$ cat src/hw/rtl/teq_pkg.sv
// Package for the timed event queue: sizes, codes, entry and cell control types.
// No dependencies; used by the cell, the top level, the checker and the testbenches.
`timescale 1ns / 1ps
package teq_pkg;

	localparam int QUEUE_DEPTH = 16;
	localparam int TIME_BITS   = 48;

	typedef logic [TIME_BITS-1:0] time_t;

	// Input function codes
	localparam logic [2:0] FN_ADD     = 3'd0;
	localparam logic [2:0] FN_REMOVE  = 3'd1;
	localparam logic [2:0] FN_CANCEL  = 3'd2;
	localparam logic [2:0] FN_ADV_TO  = 3'd3;
	localparam logic [2:0] FN_ADV_BY  = 3'd4;

	// Result kind codes
	localparam logic [1:0] KIND_ADDED = 2'd0;
	localparam logic [1:0] KIND_FIRED = 2'd1;
	localparam logic [1:0] KIND_DONE  = 2'd2;
	localparam logic [1:0] KIND_FULL  = 2'd3;

	// One queue entry
	typedef struct packed {
		logic        valid;
		logic        cancelled;
		time_t       deadline;
		logic [31:0] handle;
		logic [7:0]  tag;
		logic [31:0] value;
	} entry_t;

	typedef enum logic [2:0] {
		OP_HOLD,
		OP_INSERT,
		OP_SHIFT,
		OP_COMPACT,
		OP_CLRTAG,
		OP_CANCEL
	} cell_op_t;

	// Broadcast control to every cell
	typedef struct packed {
		cell_op_t    op;
		entry_t      new_e;
		logic [7:0]  tag;
		logic [31:0] handle;
	} cell_ctl_t;

	// Saturating time add
	function automatic time_t sat_add(time_t a, time_t b);
		logic [TIME_BITS:0] sum;
		sum = {1'b0, a} + {1'b0, b};
		return sum[TIME_BITS] ? {TIME_BITS{1'b1}} : sum[TIME_BITS-1:0];
	endfunction

endpackage

$ cat src/hw/rtl/teq_cell.sv
// One cell of the sorted event chain: holds one entry, trades with its neighbors.
// Depends on teq_pkg.
`timescale 1ns / 1ps
module teq_cell
	import teq_pkg::*;
(
	input  logic      clk,
	input  logic      arst_n,
	input  cell_ctl_t ctl,
	input  entry_t    left_e,
	input  entry_t    right_e,
	input  logic      gt_in,
	input  logic      hole_in,
	output entry_t    e,
	output logic      gt_out,
	output logic      hole_out
);

	entry_t e_q;
	entry_t nxt;

	assign e = e_q;

	// Insert point: this entry sorts after the new one (or is empty)
	assign gt_out = !e_q.valid || (e_q.deadline > ctl.new_e.deadline) ||
		(e_q.deadline == ctl.new_e.deadline && e_q.handle > ctl.new_e.handle);
	// A hole at or before this cell
	assign hole_out = hole_in || !e_q.valid;

	always_comb begin
		nxt = e_q;
		case (ctl.op)
			OP_INSERT: begin
				if (gt_out) nxt = gt_in ? left_e : ctl.new_e;
			end
			OP_SHIFT: nxt = right_e;
			OP_COMPACT: begin
				if (hole_out) nxt = right_e;
			end
			OP_CLRTAG: begin
				if (e_q.valid && e_q.tag == ctl.tag) begin
					nxt.valid     = 1'b0;
					nxt.cancelled = 1'b0;
				end
			end
			OP_CANCEL: begin
				if (e_q.valid && e_q.handle == ctl.handle) nxt.cancelled = 1'b1;
			end
			default: nxt = e_q;
		endcase
	end

	// Entry register
	always_ff @(posedge clk or negedge arst_n) begin
		if (!arst_n) begin
			e_q <= '0;
		end else begin
			e_q <= nxt;
		end
	end

endmodule

$ cat config.mk
export PLATFORM = sky130hd
export DESIGN_NAME = teq_cell
export DESIGN_NICKNAME = d
export VERILOG_FILES = /design/src/hw/rtl/teq_pkg.sv /design/src/hw/rtl/teq_cell.sv
export SDC_FILE = /design/constraint.sdc
export NUM_CORES = 1
export LEC_CHECK = 0
export ABC_CLOCK_PERIOD_IN_PS = 8000
export BUFFER_PORTS_ARGS = -buffer_cell sky130_fd_sc_hd__buf_2
export CAP_MARGIN = 30
export CORE_AREA = 2 2 211 213
export DETAILED_ROUTE_END_ITERATION = 7
export DIE_AREA = 0 0 213 215
export SETUP_SLACK_MARGIN = 0.5
export SLEW_MARGIN = 15
export SYNTH_ARGS = -nofsm -noshare
export SYNTH_HDL_FRONTEND = slang
export SYNTH_SLANG_ARGS = --single-unit
$ cat constraint.sdc
create_clock -name clk -period 8 [get_ports clk]
set_input_delay 1.2 -clock clk [delete_from_list [all_inputs] [get_ports clk]]
set_output_delay 1.2 -clock clk [all_outputs]
set_load 0.02 [all_outputs]
# == Word level (Yosys, flattened, before mapping) ==
# Cells that the tools add are included.
# op_classes
mux,8
n_reduce_logical,13
n_eq_ne,12
n_lt_le_gt_ge,2
# op_table
op,n
two-way mux 122 bit,3
one-hot mux 120 bit (3 select lines),1
== test 48 bit,1
greater-than comparator 48 bit,1
== test 32 bit,1
greater-than comparator 32 bit,1
== test 8 bit,1
"inequality test 2 bit, second input constant",4
"== test 3 x 2 -> 1 bit, second input constant",2
"== test 3 bit, second input constant",2
one-hot mux 1 bit (5 select lines),1
AND reduction 5 bit,1
nonzero test 5 bit,1
one-hot mux 1 bit (4 select lines),1
AND reduction 4 bit,1
nonzero test 4 bit,1
"== test 3 x 1 -> 1 bit, second input constant",1
logical AND 1 bit,3
logical OR 1 bit,3
AND reduction 3 bit,1
nonzero test 3 bit,1
two-way mux 2 bit,1
logical NOT 1 bit,1
two-way mux 1 bit,1
# word_totals
wordCells,41
ff_bits,122
out_inout_bits,124
in_bits,413

# == Depth between registers and ports, before layout ==
# Gate-level depths: netlist (run 1).
# depth
word_depth,5
mapped_depth,12
mapped_depth_nobuf,9

# == Worst setup path before layout (run 1) ==
# OpenSTA, ideal clock, no wires.
# synth_timing
path_kind,input to output
start,in ctl[126] in the netlist's numbering
end,out gt_out
required_ns,6.800
stages,10
path_slack_ns,3.676
arrival_time_ns,3.124
path_cell_list,inv_1 > ha_1 > nand4_1 > nor4_1 > a21boi_0 > nor4b_2 > o211a_2 > nor2_1 > buf_2 > buf_4
# synth_via
elab_chain_cells,3
# synth_lines
item,line,source
start: declaration,teq_cell.sv:9,"input cell_ctl_t ctl,"
greater-than comparator 48 bit or == test 48 bit (tied branches),"teq_cell.sv:25, teq_cell.sv:26",
logical OR 1 bit or logical AND 1 bit (tied branches),"teq_cell.sv:25, teq_cell.sv:26",
logical OR 1 bit *,teq_cell.sv:25,assign gt_out = !e_q.valid || (e_q.deadline > ctl.new_e.deadline) ||
end: declaration,teq_cell.sv:15,"output logic gt_out,"
# Every way passes the cells marked *; elsewhere a longest branch is shown, timed or not.

# == Final worst setup path (run 1) ==
# layout_timing
start,in ctl[111] in the netlist's numbering
end,out gt_out
# layout_via
elab_chain_cells,3
# layout_lines
item,line,source
greater-than comparator 32 bit,teq_cell.sv:26,(e_q.deadline == ctl.new_e.deadline && e_q.handle > ctl.new_e.handle);
logical AND 1 bit,teq_cell.sv:26,
logical OR 1 bit,teq_cell.sv:25,
# Every way passes these cells.

==> results.ini, run 1 <==
[floorplan]
start_util_pct=29.55
fp.dieH_um=215
core-area_um2=43640
pin_count=537
dieArea_um2=45800
die_x_um=213
fp-row-count=77

[timing]
slew_headroom_pct=36.82
slew_viol_final=0
rsz0062_at_grt=false
tightest_slew_ns=0.9477
clock_skew_ns=0.008003
tns_ns=0
final-hold-violation-count=0
fin_crit_sh_pct=60.59
hold_ws_ns=0.5913
fmax_ghz=0.2063
final-setup-viol-count=0
period_needed_ns=4.847

[drt]
drc=0
vias=14769
antenna_left=0
drt-pass1-iter-count=5
drt_wl_total_um=52150
routedWlPerCell_um=18.91
viasPerCell=5.355
drtIter0Drc=915

[cts]
cts_hold_buf=0
post_cts_buffers=0
root_buffer=clkbuf_16
tritoncts=built
clk_pin_slew_ns=0.06
htree_levels=4
cts_resized=0
clkLatencyLatePin_ns=0.44
cts-buffers-inserted=17
clock_sinks=122
clk_path_buf_depth=2

[critical_path]
crit_type=primary input to primary output
crit_required_ns=6.80
worstSetupEndpointType=primary output
worstPathArrival_ns=3.65
worst_setup_path_start_kind=primary input
crit_fanout=4

[global_routing]
grt_usage_pct=22.14
grt_max_degree=121
globalRouteOverflowTotal=0
antenna_found_initial=4
grt_pass1_vias=14279
grt_pass1_wl_um=79760

[placement]
hpwl_um=38340
gp_congestion=0.8614
io_buffers=536
dpl.cell_count=2723

[layout]
stdcell_count=2758
syn2layout_area_growth_pct=27.88
final_cell_mix=532 x buf_2, 274 x a21oi_1, 247 x nor2_1, 202 x inv_1, 145 x nand4_1
final_common_cell=buf_2
drive_gt1_share_pct=27.50
layout.nets=2644
nFillCells=4530
largest_reg_flops=122

[synthesis]
synth_flop_cell=dfrtp_1
syn_nets=2233
yosys_register_bits=122
ys_seq_area_share_pct=23.68
netlist_area_um2=12890
synth_edf_count=0
synthArstFlopShare_pct=100.0
ys_types=47
synth_area_per_cell_um2=7.411
syn_inst=1740
ys_warn_count=0

[power]
max-vdd-ir-drop_uv=128.9
p_leak_uw=0.008127
power.density_nw_per_um2=233.2

[hold_path]
hold_class=flop to flop

[run_status]
outcome=completed

[job]
cap_violations=0

[worst max-delay path: stages]
cell and delay, ns:
buf_2 0.11, inv_1 0.09, ha_1 0.35, nand4_1 0.17
nor4_1 0.54, and2_1 0.25, a31oi_1 0.12, nor4_1 0.57
nor2_4 0.05, buf_2 0.18
[routing by layer]
layer	vias up	track usage [%]	wire, um
met1	7060	28.44	22450
met5	-	0	26
met2	534	37.80	25470
met3	63	3.712	3037
li1	7108	-	-
met4	4	6.503	1165
[cells in the mapped netlist, types with 8 or more instances]
cell	n	area [um^2]
a21oi_1	274	1371
buf_1	15	56.30
buf_2	11	55.05
buf_6	10	112.6
clkbuf_1	121	454.2
dfrtp_1	122	3053
ha_1	80	1001
inv_1	202	758.2
mux2i_1	122	1221
nand2_1	22	82.58
nand3_1	8	40.04
nand4_1	145	907.1
nor2_1	249	934.7
nor4_1	11	68.82
o21a_1	122	915.9
o21ai_0	11	55.05
o311ai_0	30	262.8
o311ai_1	90	788.3
xnor2_1	23	201.4
xor2_1	17	148.9
[per-stage QoR]
| stage | total power, uW | instance area (um^2) | utilization [%] | setup WS (ns) |
|---|---|---|---|---|
| 2_1_floorplan | 2245 | 12890 | - | 3.676 |
| 4_1_cts | 3873 | 16460 | 37.73 | 3.069 |
| 3_3_place_gp | 2935 | 15820 | 36.25 | 2.735 |
| 5_1_grt | 4118 | 16490 | 37.78 | 2.837 |
| 6_report | 3846 | 16490 | 37.78 | 3.153 |
| 3_5_place_dp | 2985 | 15820 | 36.25 | 2.698 |
[worst paths after layout]
check,start,endpoint,slack [ns],depth (start not counted)
setup / recovery,ctl[111],gt_out,3.15,10
hold / removal,e[24]$_DFFE_PN0P_,e[24]$_DFFE_PN0P_,0.59,2
setup reg to reg,e[71]$_DFFE_PN0P_,e[31]$_DFFE_PN0P_,3.60,10
hold reg to reg,e[24]$_DFFE_PN0P_,e[24]$_DFFE_PN0P_,0.59,2
max in group asynchronous,arst_n,e[88]$_DFFE_PN0P_,5.90,2
min in group asynchronous,arst_n,e[21]$_DFFE_PN0P_,0.73,1
[cell type report]
cell class	instances	area, um^2	area share [%]
multi-input combinational	1255	8417	51.04
timing repair buffer	553	2872	17.41
tap	592	740.7	4.492
clock buffer	19	452.9	2.747
sequential	122	3053	18.51
inverter	202	758.2	4.598
clock inverter	13	191.4	1.161
antenna	2	5.005	0.03035
[cells by family after synthesis]
group | after synthesis | synth area share [%]
and+or+nand+nor | 458 | 16.95
adders and majority gates | 80 | 7.762
DFF | 122 | 23.68
muxes | 123 | 9.558
AOI/OAI and AO/OA | 554 | 28.02
xor gates and xnor gates | 40 | 2.717
buffers and inverters | 363 | 11.31
[power breakdown]
part / switching [uW] / internal (uW) / total, uW
sequential: 297 / 816 / 1110
clock: 330 / 541 / 870
combinational: 1140 / 724 / 1860
(Power assumes the default switching activity.)
==> run 2: changes to the inputs <==
--- a/config.mk
+++ b/config.mk
@@ -5,12 +5,12 @@
 export SDC_FILE = /design/constraint.sdc
 export NUM_CORES = 1
 export LEC_CHECK = 0
-export ABC_CLOCK_PERIOD_IN_PS = 8000
+export ABC_CLOCK_PERIOD_IN_PS = 4600
 export BUFFER_PORTS_ARGS = -buffer_cell sky130_fd_sc_hd__buf_2
 export CAP_MARGIN = 30
-export CORE_AREA = 2 2 211 213
+export CORE_AREA = 2 2 207 209
 export DETAILED_ROUTE_END_ITERATION = 7
-export DIE_AREA = 0 0 213 215
+export DIE_AREA = 0 0 209 211
 export SETUP_SLACK_MARGIN = 0.5
 export SLEW_MARGIN = 15
 export SYNTH_ARGS = -nofsm -noshare
==> constraint.sdc (replaced) <==
create_clock -name clk -period 4.6 [get_ports clk]
set_input_delay 0.69 -clock clk [delete_from_list [all_inputs] [get_ports clk]]
set_output_delay 0.69 -clock clk [all_outputs]
set_load 0.02 [all_outputs]
==> results.ini, run 2 (same netlist as run 1, synthesis figures left out) <==
[drt]
wl_met1_um=22870  ; +1.9%
top_layer=met5
routedWlPerCell_um=19.48  ; +3.0%
drt_wl_total_um=52860  ; +1.4%
routed-wl-met2_um=25400  ; -0.29%
drtIter0Drc=974  ; +6.4%
vias=14780  ; +0.074%
antenna_left=0  ; unchanged
drc=0  ; unchanged
drt-pass1-iter-count=5  ; unchanged
route.met3.wl_um=3030  ; -0.23%
viasPerCell=5.448  ; +1.7%

[critical_path]
r2r_end=e[71]$_DFFE_PN0P_
worstSetupEndpointType=primary output
reg2regPathDepth=9  ; -1
crit_type=flop to primary output
max_stage_delay_ns=0.73  ; +0.16 ns
cpLargestDelayFamily=simple AND/OR/NAND/NOR gates
worst_setup_path_start_kind=flop
crit_buf_inv=1  ; -2
reg2reg_slack_ns=0.99  ; -2.61 ns
crit_required_ns=3.91  ; -2.89 ns
r2r-start=e[66]$_DFFE_PN0P_
path_cells=ha_1, nand4_1, nor4_1, a21boi_0, nor4b_2, o211a_2, nor2_4, buf_2
crit_fanout=4  ; unchanged
worst_path_max_delay_cell=nor4_1
worstPathArrival_ns=3.18  ; -0.47 ns

[hold_path]
hold_class=primary input to asynchronous set/reset pin

[timing]
period_needed_ns=3.873
tightest_slew_ns=0.9931  ; +0.04534 ns
fin_ws_ns=0.7269  ; -2.426 ns
slew_viol_final=0  ; unchanged
tns_ns=0  ; unchanged
clock_skew_ns=0.009604  ; +0.001602 ns
slew_headroom_pct=33.80  ; -3.0 points
fin_crit_sh_pct=84.20
final-hold-violation-count=0  ; unchanged
rsz0062_at_grt=false
fmax_ghz=0.2582
final-setup-viol-count=0  ; unchanged

[floorplan]
dieArea_um2=44100  ; -3.7%
pin_count=537  ; unchanged
fp-row-count=75  ; -2.6%
start_util_pct=30.88  ; +1.3 points
core-area_um2=41760  ; -4.3%
die_x_um=209  ; -1.9%
fp.dieH_um=211  ; -1.9%

[cts]
clock_sinks=122  ; unchanged
clkLatencyLatePin_ns=0.44  ; about the same
cts-buffers-inserted=17  ; unchanged
clk_path_buf_depth=2  ; unchanged
htree_levels=4  ; unchanged
tritoncts=built
clk_pin_slew_ns=0.06  ; about the same
root_buffer=clkbuf_16

[power]
max-vdd-ir-drop_uv=224.2  ; +74%
p_leak_uw=0.008202  ; +0.92%
power.density_nw_per_um2=400.8  ; +72%

[global_routing]
grt_pass1_vias=14169  ; -0.77%
grt_max_degree=122  ; +0.83%
antenna_found_initial=2  ; -2
grt_pass1_wl_um=79960  ; +0.25%
globalRouteOverflowTotal=0  ; unchanged
grt_usage_pct=23.14  ; +1.0 points

[layout]
final_cell_mix=532 x buf_2, 274 x a21oi_1, 247 x nor2_1, 202 x inv_1, 145 x nand4_1
final_common_cell=buf_2
layout.nets=2654  ; +0.38%
num_antenna_cells=0  ; -2
post-route-util_pct=39.65  ; +1.9 points
largest_reg_flops=122  ; unchanged
syn2layout_area_growth_pct=28.41
drive_gt1_share_pct=27.87  ; +0.38 points

[placement]
io_buffers=536  ; unchanged
hpwl_um=39030  ; +1.8%
dp_slack_ns=0.4340  ; -2.264 ns
gp_congestion=0.9398  ; +9.1%

[job]
cap_violations=0  ; unchanged

[run_status]
outcome=completed

run 2: repair_timing:
action,CTS,global route
hold endpoints to repair,0,0
resized for setup,1,1
setup buffers,0,0
hold buffers,0,0
cloned,0,0
endpoints found under the setup margin,1,1
run 2: worst max-delay path by stage:
stage / cells after the start / end / from / slack [ns]
after floorplan: 10 / gt_out / ctl[126] / 1.30
after global placement: 11 / e[71]$_DFFE_PN0P_ / ctl[111] / 0.44
after detailed placement: 11 / e[30]$_DFFE_PN0P_ / ctl[111] / 0.43
after CTS: 8 / gt_out / e[71]$_DFFE_PN0P_ / 0.54
after global routing: 8 / gt_out / e[71]$_DFFE_PN0P_ / 0.51
final: 8 / gt_out / e[85]$_DFFE_PN0P_ / 0.73
run 2: worst register-to-register path, stage by stage, from the launching register on:
cell and delay [ns]:
dfrtp_1 0.49, ha_1 0.36, a211oi_1 0.30, a211oi_1 0.13, a2111oi_1 0.34, a31oi_1 0.33, or4_4 0.86, buf_4 0.41
nand4_1 0.14, o311ai_0 0.12
run 2: area by class of cell:
type	count	area, um^2
Clock buffer	20	456.7
Multi-Input combinational cell	1255	8429
Fill cell	4386	25200
Sequential cell	122	3053
Clock inverter	12	147.6
Timing Repair Buffer	563	3039
Tap cell	539	674.4
Inverter	202	758.2
run 2: stage by stage:
stage	area [um^2]	hold WS [ns]	instances	power, uW
final	16560	0.2256	2713	6637
after global routing	16560	0.2698	2713	7103
after CTS	16520	0.2505	2712	6681
after detailed placement	15910	0.5767	2680	5222
after global placement	15910	0.5686	2680	5134
after floorplan	12890	0.3944	1740	3903
run 2: metal layers:
layer,track usage [%],vias up
met4,8.251,2
met5,0,-
met3,4.178,73
met2,39.11,595
li1,-,7121
met1,29.60,6989
run 2: report_power, final:
part           internal (uW)  total [uW]  switching [uW]
registers               1420        1950             532
logic                   1280        3260            1980
clock network            876        1430             549
==> run 3: changes to the inputs <==
--- a/config.mk
+++ b/config.mk
@@ -5,12 +5,13 @@
 export SDC_FILE = /design/constraint.sdc
 export NUM_CORES = 1
 export LEC_CHECK = 0
-export ABC_CLOCK_PERIOD_IN_PS = 4600
+export ABC_AREA = 1
+export ABC_CLOCK_PERIOD_IN_PS = 3400
 export BUFFER_PORTS_ARGS = -buffer_cell sky130_fd_sc_hd__buf_2
 export CAP_MARGIN = 30
-export CORE_AREA = 2 2 207 209
+export CORE_AREA = 2 2 208 210
 export DETAILED_ROUTE_END_ITERATION = 7
-export DIE_AREA = 0 0 209 211
+export DIE_AREA = 0 0 210 212
 export SETUP_SLACK_MARGIN = 0.5
 export SLEW_MARGIN = 15
 export SYNTH_ARGS = -nofsm -noshare
==> constraint.sdc (replaced) <==
create_clock -name clk -period 3.4 [get_ports clk]
set_input_delay 0.51 -clock clk [delete_from_list [all_inputs] [get_ports clk]]
set_output_delay 0.51 -clock clk [all_outputs]
set_load 0.02 [all_outputs]
==> results.ini, run 3 <==
[global_routing]
grt_pass1_wl_um=58590  ; -27%
globalRouteOverflowTotal=0  ; unchanged
grt_max_degree=164  ; +34%
antenna_found_initial=3  ; +1
grt_usage_pct=16.92  ; -6.2 points
grt_pass1_vias=11025  ; -22%

[run_status]
outcome=completed

[timing]
tightest_slew_ns=0.7166  ; -0.2765 ns
tns_ns=0  ; unchanged
rsz0062_at_grt=true
period_needed_ns=2.838
fin_ws_ns=0.5615  ; -0.1654 ns
fin_crit_sh_pct=83.48
hold_ws_ns=0.06326  ; -0.1624 ns
clock_skew_ns=0.009468  ; -0.0001365 ns
fmax_ghz=0.3523
final-hold-violation-count=0  ; unchanged
final-setup-viol-count=0  ; unchanged
slew_viol_final=0  ; unchanged
slew_headroom_pct=52.23  ; +18 points

[floorplan]
pin_count=537  ; unchanged
start_util_pct=24.32  ; -6.6 points
fp.dieH_um=212  ; +0.47%
dieArea_um2=44520  ; +0.95%
fp-row-count=76  ; +1.3%
die_x_um=210  ; +0.48%
core-area_um2=42510  ; +1.8%

[drt]
drt-pass1-iter-count=5  ; unchanged
routedWlPerCell_um=15.82  ; -19%
vias=11226  ; -24%
drt_wl_total_um=38460  ; -27%
drc=0  ; unchanged
viasPerCell=4.618  ; -15%
drtIter0Drc=485  ; -50%
antenna_left=0  ; unchanged

[critical_path]
worst_setup_path_start_kind=flop
crit_required_ns=2.89  ; -1.02 ns
crit_fanout=3  ; -1
crit_type=flop to primary output
worstPathArrival_ns=2.33  ; -0.85 ns
reg2reg_slack_ns=0.67  ; -0.32 ns
r2r_end=e[94]$_DFFE_PN0P_
crit_top_cell=nand2_2
max_stage_delay_ns=0.40  ; -0.33 ns
path_cells=ha_1, nand2_2, inv_2, nand3_4, nor3_4, nand2_2, nor2_4, nand2_2, nor2_2, nand2_2, nand3_4, buf_6
worst_path_max_delay_cell=dfrtp_1
reg2regPathDepth=15  ; +6
worstSetupEndpointType=primary output
r2r-start=e[98]$_DFFE_PN0P_

[synthesis]
netlist_area_um2=10340  ; -20%
yosys-top-cells-count=239 x nand2_1, 132 x inv_1, 128 x o21ai_0, 122 x dfrtp_1, 107 x nor2_1
ys_types=35  ; -26%
syn_inst=1360  ; -22%
syn_nets=1853  ; -17%
synth_flop_cell=dfrtp_1
yosysMostFrequentCell=nand2_1
yosys_register_bits=122  ; unchanged
ys_warn_count=0  ; unchanged
ys_seq_area_share_pct=29.53  ; +5.9 points
synthArstFlopShare_pct=100.0  ; unchanged
synth_area_leaders=dfrtp_1 30%, ha_1 9.7%, nand2_1 8.7%, o21ai_2 6.8%, a2bb2oi_1 6.6%
synth_top_area_share_pct=29.53  ; +5.9 points
synth_edf_count=0  ; unchanged
yosysTopAreaCell=dfrtp_1
synth_area_per_cell_um2=7.602  ; +2.6%

[cts]
htree_levels=4  ; unchanged
tritoncts=built
clkLatencyLatePin_ns=0.43  ; about the same
root_buffer=clkbuf_16
clock_sinks=122  ; unchanged
clk_path_buf_depth=2  ; unchanged
clk_pin_slew_ns=0.06  ; about the same
cts-buffers-inserted=17  ; unchanged
cts_hold_buf=0  ; unchanged

[power]
total_power_uw=6070  ; -8.5%
max-vdd-ir-drop_uv=253.2  ; +13%
p_leak_uw=0.007571  ; -7.7%
power.density_nw_per_um2=427.7  ; +6.7%

[layout]
syn2layout_area_growth_pct=37.26
drive_gt1_share_pct=44.06  ; +16 points
final_common_cell=buf_2
final_cell_mix=533 x buf_2, 235 x nand2_1, 131 x inv_1, 128 x o21ai_0, 118 x dfrtp_1
layout.nets=2364  ; -11%
largest_reg_flops=122  ; unchanged

[placement]
hpwl_um=30920  ; -21%
gp_congestion=0.8648  ; -8.0%
io_buffers=536  ; unchanged
dp_slack_ns=0.3819  ; -0.05209 ns

[job]
cap_violations=0  ; unchanged

[hold_path]
hold_class=primary input to asynchronous set/reset pin

## run 3: critical path, delay by kind of cell, from the launching register on
family | cells | cell delay, ns
DFF | 1 | 0.40
buffers and inverters | 2 | 0.19
adders and majority gates | 1 | 0.30
and+or+nand+nor | 9 | 1.00
## run 3: kinds of logic after synthesis
| group | count (synthesis) | synth area share (%) |
|---|---|---|
| simple gates | 550 | 24.54 |
| compound gates | 372 | 23.99 |
| buf+inv | 213 | 10.29 |
| flops | 122 | 29.53 |
| fa+ha+maj | 80 | 9.682 |
| xor+xnor | 21 | 1.779 |
| mux | 2 | 0.1936 |
## run 3: area by class of cell
type	count	area [um^2]
Multi-Input combinational cell	1025	6361
Clock buffer	18	439.2
Clock inverter	14	100.1
Fill cell	4545	28310
Timing Repair Buffer	570	3035
Sequential cell	122	3058
Tap cell	546	683.2
Antenna cell	1	2.502
Inverter	135	511.7
## run 3: metal layers
layer	part of all wire [%]	vias to the layer above	track usage, %
li1	-	5570	-
met2	50	405	29.65
met5	0	-	0
met4	2.5	0	6.016
met1	42	5209	20.64
met3	5.4	42	3.338
## run 3: through the flow
stage	util (%)	area [um^2]	instances
6_report	33.39	14190	2431
5_1_grt	33.38	14190	2430
4_1_cts	33.07	14060	2425
3_5_place_dp	31.58	13430	2389
3_3_place_gp	31.58	13430	2389
2_1_floorplan	-	10340	1360
## run 3: worst max-delay path by stage
stage,cells after the start,start,to
floorplan,17,ctl[135],e[102]$_DFFE_PN0P_
global placement,15,ctl[159],e[107]$_DFFE_PN0P_
detailed placement,15,ctl[157],e[94]$_DFFE_PN0P_
CTS,10,e[107]$_DFFE_PN0P_,gt_out
global route,12,e[98]$_DFFE_PN0P_,gt_out
finish,12,e[98]$_DFFE_PN0P_,gt_out
## run 3: power breakdown
group	internal, uW	switching, uW
sequential	1700	272
combinational	989	1420
clock	950	742
## run 3: what timing repair did
item / CTS / global route
endpoints found under the hold margin: 0 / 0
pin swaps: 4 / 10
endpoints found under the setup margin: 1 / 25
resized for setup: 10 / 14
setup buffers: 4 / 4
